**src/hw/rtl/project_world_to_image_top_defines.svh**
```systemverilog
// ----------------------------------------------------------------------------
// Assertion macros for the world-to-image projection block
// Shared concurrent assertion forms, clocked on clk and disabled in reset.
// ----------------------------------------------------------------------------
`ifndef PROJECT_WORLD_TO_IMAGE_TOP_DEFINES_SVH
`define PROJECT_WORLD_TO_IMAGE_TOP_DEFINES_SVH

// Same-cycle implication.
`define W2I_ASSERT_IMP(lbl, ante, cons) \
  lbl: assert property (@(posedge clk) disable iff (!rst_n) (ante) |-> (cons)) \
    else $error("w2i assertion failed");

// Next-cycle implication.
`define W2I_ASSERT_NXT(lbl, ante, cons) \
  lbl: assert property (@(posedge clk) disable iff (!rst_n) (ante) |=> (cons)) \
    else $error("w2i assertion failed");

`endif

```
**src/hw/rtl/w2i_pkg.sv**
```systemverilog
// ----------------------------------------------------------------------------
// w2i_pkg
// Types, widths and register codes of the world-to-image projection block.
// ----------------------------------------------------------------------------
`default_nettype none

package w2i_pkg;

  localparam int unsigned ENTRY_W = 20;
  localparam int unsigned REG_W   = 60;
  localparam int unsigned SCALE_W = 16;
  localparam int unsigned IDX_W   = 3;
  localparam int unsigned D_W     = 21;
  localparam int unsigned P1_W    = 41;
  localparam int unsigned ACC1_W  = 43;
  localparam int unsigned C_FRAC  = 16;
  localparam int unsigned C_W     = ACC1_W - C_FRAC;
  localparam int unsigned P2_W    = 47;
  localparam int unsigned Q_W     = 49;
  localparam int unsigned MAG_W   = 48;
  localparam int unsigned HALF_W  = MAG_W / 2;
  localparam int unsigned PP_W    = HALF_W + SCALE_W;
  localparam int unsigned DIV_W   = 64;
  localparam int unsigned QUO_W   = 33;
  localparam int unsigned OUT_W   = 32;
  localparam int unsigned ALT_SH  = 10;

  typedef enum logic [IDX_W-1:0] {
    REG_INTRINSIC_ROW0,
    REG_INTRINSIC_ROW1,
    REG_INTRINSIC_ROW2,
    REG_ROTATION_ROW0,
    REG_ROTATION_ROW1,
    REG_ROTATION_ROW2,
    REG_CAMERA_POSITION,
    REG_IMAGE_SCALE
  } cfg_reg_t;

  localparam logic [REG_W-1:0]   RST_INTRINSIC_ROW0  = 60'd256;
  localparam logic [REG_W-1:0]   RST_INTRINSIC_ROW1  = 60'd268435456;
  localparam logic [REG_W-1:0]   RST_INTRINSIC_ROW2  = 60'd281474976710656;
  localparam logic [REG_W-1:0]   RST_ROTATION_ROW0   = 60'd262144;
  localparam logic [REG_W-1:0]   RST_ROTATION_ROW1   = 60'd274877906944;
  localparam logic [REG_W-1:0]   RST_ROTATION_ROW2   = 60'd288230376151711744;
  localparam logic [REG_W-1:0]   RST_CAMERA_POSITION = 60'd0;
  localparam logic [SCALE_W-1:0] RST_IMAGE_SCALE     = 16'd256;
  localparam logic [SCALE_W-1:0] SCALE_ONE           = 16'd256;

  typedef logic [2:0][REG_W-1:0] mat_t;

  typedef struct packed {
    logic signed [ENTRY_W-1:0] world_x;
    logic signed [ENTRY_W-1:0] world_y;
    logic signed [ENTRY_W-1:0] world_z;
  } in_data_t;

  typedef struct packed {
    logic signed [OUT_W-1:0] image_x;
    logic signed [OUT_W-1:0] image_y;
    logic                    point_valid;
  } out_data_t;

  typedef struct packed {
    logic signed [Q_W-1:0] q0;
    logic signed [Q_W-1:0] q1;
    logic signed [Q_W-1:0] q2;
  } q_vec_t;

  typedef struct packed {
    logic [DIV_W-1:0]        num;
    logic [DIV_W-1:0]        den;
    logic                    neg;
    logic                    zero;
    logic signed [OUT_W-1:0] alt;
  } div_in_t;

  function automatic logic signed [ENTRY_W-1:0] entry(input logic [REG_W-1:0] r,
                                                       input int unsigned i);
    return r[ENTRY_W*i +: ENTRY_W];
  endfunction

endpackage

`default_nettype wire

```
**src/hw/rtl/w2i_norm.sv**
```systemverilog
// ----------------------------------------------------------------------------
// w2i_norm
// Four-stage setup of the two divisions and of the zero-w fallback values.
// ----------------------------------------------------------------------------
`default_nettype none

module w2i_norm import w2i_pkg::*; (
  input  wire logic               clk,
  input  wire logic               rst_n,
  input  wire logic               en,
  input  wire logic               in_valid,
  input  wire q_vec_t             q,
  input  wire logic [SCALE_W-1:0] scale,
  output logic                    out_valid,
  output div_in_t                 dx,
  output div_in_t                 dy
);

  localparam int unsigned RND_W = Q_W + 1;
  localparam int unsigned SH_W  = RND_W - ALT_SH;

  logic [3:0] v_r;
  logic [3:0] zero_r;
  logic [3:0] neg0_r;
  logic [3:0] neg1_r;
  logic signed [OUT_W-1:0] alt0_r [4];
  logic signed [OUT_W-1:0] alt1_r [4];
  logic [MAG_W-1:0] mag0_r [3];
  logic [MAG_W-1:0] mag1_r [3];
  logic [MAG_W-1:0] mag2_r;
  logic [SCALE_W-1:0] s_r;
  logic [PP_W-1:0] pp_lo_r;
  logic [PP_W-1:0] pp_hi_r;
  logic [DIV_W-1:0] den_r [2];
  logic [DIV_W-1:0] num0_r;
  logic [DIV_W-1:0] num1_r;

  function automatic logic signed [OUT_W-1:0] alt_val(input logic signed [Q_W-1:0] v);
    logic signed [RND_W-1:0] rnd;
    logic signed [SH_W-1:0]  sh;
    rnd = RND_W'(v) + RND_W'(1 << (ALT_SH - 1));
    sh  = rnd[RND_W-1:ALT_SH];
    if (sh > SH_W'(signed'({1'b0, {(OUT_W-1){1'b1}}}))) begin
      return {1'b0, {(OUT_W-1){1'b1}}};
    end else if (sh < -SH_W'(signed'({1'b0, 1'b1, {(OUT_W-1){1'b0}}}))) begin
      return {1'b1, {(OUT_W-1){1'b0}}};
    end else begin
      return sh[OUT_W-1:0];
    end
  endfunction

  function automatic logic [MAG_W-1:0] mag(input logic signed [Q_W-1:0] v);
    logic signed [Q_W-1:0] a;
    a = v[Q_W-1] ? -v : v;
    return a[MAG_W-1:0];
  endfunction

  always_ff @(posedge clk) begin
    if (!rst_n) begin
      v_r <= '0;
    end else if (en) begin
      v_r <= {v_r[2:0], in_valid};
    end
  end

  always_ff @(posedge clk) begin
    if (en) begin
      zero_r    <= {zero_r[2:0], (q.q2 == '0)};
      neg0_r    <= {neg0_r[2:0], q.q0[Q_W-1] ^ q.q2[Q_W-1]};
      neg1_r    <= {neg1_r[2:0], q.q1[Q_W-1] ^ q.q2[Q_W-1]};
      alt0_r[0] <= alt_val(q.q0);
      alt1_r[0] <= alt_val(q.q1);
      for (int i = 1; i < 4; i++) begin
        alt0_r[i] <= alt0_r[i-1];
        alt1_r[i] <= alt1_r[i-1];
      end
      mag0_r[0] <= mag(q.q0);
      mag1_r[0] <= mag(q.q1);
      mag2_r    <= mag(q.q2);
      s_r       <= (scale == '0) ? SCALE_ONE : scale;
      for (int i = 1; i < 3; i++) begin
        mag0_r[i] <= mag0_r[i-1];
        mag1_r[i] <= mag1_r[i-1];
      end
      pp_lo_r   <= PP_W'(mag2_r[HALF_W-1:0]) * PP_W'(s_r);
      pp_hi_r   <= PP_W'(mag2_r[MAG_W-1:HALF_W]) * PP_W'(s_r);
      den_r[0]  <= {pp_hi_r, {HALF_W{1'b0}}} + DIV_W'(pp_lo_r);
      den_r[1]  <= den_r[0];
      num0_r    <= {mag0_r[2], {SCALE_W{1'b0}}} + (den_r[0] >> 1);
      num1_r    <= {mag1_r[2], {SCALE_W{1'b0}}} + (den_r[0] >> 1);
    end
  end

  assign out_valid = v_r[3];
  assign dx.num  = num0_r;
  assign dx.den  = den_r[1];
  assign dx.neg  = neg0_r[3];
  assign dx.zero = zero_r[3];
  assign dx.alt  = alt0_r[3];
  assign dy.num  = num1_r;
  assign dy.den  = den_r[1];
  assign dy.neg  = neg1_r[3];
  assign dy.zero = zero_r[3];
  assign dy.alt  = alt1_r[3];

endmodule

`default_nettype wire

```
**config.mk**
```make
export PLATFORM = sky130hd
export DESIGN_NAME = w2i_norm
export DESIGN_NICKNAME = d
export VERILOG_FILES = /design/src/hw/rtl/project_world_to_image_top_defines.svh /design/src/hw/rtl/w2i_pkg.sv /design/src/hw/rtl/w2i_norm.sv
export SDC_FILE = /design/constraint.sdc
export NUM_CORES = 2
export LEC_CHECK = 0
export BUFFER_PORTS_ARGS = -buffer_cell sky130_fd_sc_hd__buf_2
export CAP_MARGIN = 10
export CORE_ASPECT_RATIO = 1.75
export CORE_MARGIN = 4
export CORE_UTILIZATION = 45
export CTS_CLUSTER_DIAMETER = 100
export CTS_CLUSTER_SIZE = 24
export DETAILED_ROUTE_END_ITERATION = 6
export PLACE_DENSITY = 0.6
export SYNTH_ARGS = -nofsm -noshare
export SYNTH_HDL_FRONTEND = slang
export SYNTH_SLANG_ARGS = --single-unit
```
**constraint.sdc**
```tcl
create_clock -name clk -period 7.45 [get_ports clk]
set_input_delay 2.235 -clock clk [delete_from_list [all_inputs] [get_ports clk]]
set_output_delay 2.235 -clock clk [all_outputs]
set_load 0.01 [all_outputs]
```
==> flow_summary.json <==
{
  "io_pins": 492,
  "tns_ns": 0,
  "status": "completed",
  "placed_area_um2": 68300,
  "clock_sinks": 928,
  "slew_headroom": 0.185,
  "nets": 7012,
  "avgSynthCellArea_um2": 11.4,
  "gr-total-overflow": 0,
  "clock_tree.root_cell": "clkbuf_16",
  "end_kind": "flip-flop",
  "mostFrequentLayoutCells": "edfxtp_1, inv_1, nand2_1, fa_1, buf_2",
  "syn_to_final_growth_pct": 7.40,
  "syn_nets": 6799,
  "yosysWarningCount": 0,
  "design.die.area_um2": 150000,
  "synth_edf_count": 924,
  "htreeDepth": 2,
  "core_um2": 143000,
  "wl_per_cell_um": 21.9,
  "rows": 184,
  "cts_hold_buf": 0,
  "worstPathRequired_ns": 7.84,
  "clk_latency_ns": 0.68,
  "clockBufferDepth": 3,
  "max-cap-violations": 0,
  "ys_types": 74,
  "post_cts_buffers": 0,
  "rsz0062_at_grt": "no",
  "grt_max_degree": 181,
  "die_y_um": 510,
  "antenna_found_initial": 12,
  "finalHoldViolCount": 0,
  "num_vias": 41600,
  "dr.pass1.iters": 5,
  "skew_ns": 0.0422,
  "synth_ff_type": "edfxtp_1",
  "yosysSeqAreaShare": 0.429,
  "period_share": 0.938,
  "wl_um": 170000,
  "ant_nets": 0,
  "postLayoutCoreUtil": 0.486,
  "min_path_type": "reg2reg",
  "drtIter0Drc": 2692,
  "grt_pass1_vias": 43600,
  "worstMarginPinSlew_ns": 1.21,
  "die_w_um": 295,
  "path_clk_slew_ns": 0.09,
  "fmax_mhz": 143,
  "period_minus_slack_ns": 6.99,
  "cts_resized": 0,
  "grt_pass1_wl_um": 256000,
  "multi_input_area_um2": 32000,
  "ys_ff_latch": 928,
  "stdcell_area_um2": 69600,
  "dp_hpwl_um": 135000,
  "async_flop_share": 0,
  "drive_gt1_frac": 0.113,
  "gr-usage-all-layers": 0.225,
  "startpoint_type": "flip-flop",
  "fill_cells": 13000,
  "seqCellArea_um2": 27800,
  "cts_buffers": 46,
  "synthCells": 5676,
  "layout_commonest_cell": "edfxtp_1",
  "setup_viol": 0,
  "drc_errors": 0,
  "cts_tree": "done",
  "syn_area_um2": 64800,
  "place.gp.congestion": 0.920,
  "cp_max_fo": 16,
  "start_util": 0.452,
  "port_buffers": 491,
  "crit_arrival_ns": 7.38,
  "crit_type": "reg2reg",
  "whs_ns": 0.398,
  "drv_slew": 0,
  "vias_per_cell": 5.36
}
[area by class of cell]
type	instances	share of cell area
tap	1860	0.0334
inverter	768	0.0414
multi-input combinational	3566	0.459
clock buffer	54	0.0170
timing repair buffer	579	0.0472
clock inverter	8	0.00212
sequential	928	0.400
antenna	9	0.000323
[metal layers]
metal / vias up / part of all wire / global-route usage
li1: 19100 / - / -
met2: 1302 / 0.54 / 0.425
met3: 334 / 0.048 / 0.0221
met1: 20900 / 0.36 / 0.253
met4: 4 / 0.053 / 0.104
met5: - / 0.00014 / 0
[critical path, cell delays in order, from the launching register on]
cell,delay (ns)
edfxtp_1,0.97
nand2_1,0.16
fa_1,0.52
inv_1,0.06
fa_1,0.53
inv_1,0.06
fa_1,0.52
inv_1,0.06
fa_1,0.45
fa_1,0.53
inv_1,0.05
fa_1,0.47
inv_1,0.04
ha_1,0.35
and3_1,0.23
and3_1,0.18
nand4_1,0.11
o211ai_1,0.35
nand4bb_1,0.18
nand2_1,0.13
o41ai_1,0.07
buf_4,0.15
o221a_2,0.25
o21ai_0,0.19
xnor2_1,0.11
[Yosys cell counts (all sizes together), types with 5 or more instances]
library cell  number  area [um2]
a211oi            22         165
a21o              88         661
a21oi            208        1040
a311oi             5        43.8
a31oi             26         163
and2             328        2050
and3              42         263
and4              12         105
buf              172        1270
clkbuf           242         910
edfxtp           924       27700
fa               615       12300
ha               341        4270
inv              768        2880
mux2i              8        80.1
nand2            643        2410
nand2b            31         209
nand3             66         330
nand4             48         300
nor2             150         563
nor2b             29         181
nor3              27         135
nor4              15         121
o211ai            12        90.1
o21a              20         150
o21ai            192         961
o21bai            32         240
o31a               5        43.8
o31ai             51         383
o41ai             22         211
or2               13        81.3
or3               43         274
or4               18         143
xnor2            301        2640
xor2              89         780
[stage by stage]
step                cells  setup WS, ns
floorplan            5676          1.03
global placement     7696         0.517
detailed placement   7696         0.395
CTS                  7758         0.389
global route         7765        0.0934
finish               7772         0.459
[registers in the layout, indices dropped and copies added, names as in the netlist, 16 cells and up]
register and flops:
alt0_r 128, alt1_r 128, den_r 112, mag0_r 144, mag1_r 144, mag2_r 48
num0_r 64, num1_r 48, pp_hi_r 40, pp_lo_r 40, s_r 16
[path summary, 6_finish.rpt]
path                                start                  endpoint  slack, ns  cells after the start
setup reg to reg     mag2_r[12]$_DFFE_PP_     pp_lo_r[39]$_DFFE_PP_       0.46                     24
hold reg to reg   mag1_r[0][71]$_DFFE_PP_  mag1_r[0][119]$_DFFE_PP_       0.40                      0
setup / recovery     mag2_r[12]$_DFFE_PP_     pp_lo_r[39]$_DFFE_PP_       0.46                     24
hold / removal    mag1_r[0][71]$_DFFE_PP_  mag1_r[0][119]$_DFFE_PP_       0.40                      0
[cells by family (layout without fill, tap and decap cells)]
family / after synthesis / in the layout / synth area share
compound gates: 732 / 732 / 0.0706
xor+xnor: 390 / 390 / 0.0527
fa+ha+maj: 956 / 956 / 0.256
buf+inv: 1182 / 1409 / 0.0780
flops: 928 / 928 / 0.429
mux: 10 / 10 / 0.00158
other cells: 0 / 9 / 0
simple gates: 1478 / 1478 / 0.112
Power is left out: the tool's default activity adds up to more than one toggle a clock period on the data nets, which glitch-free logic cannot reach.
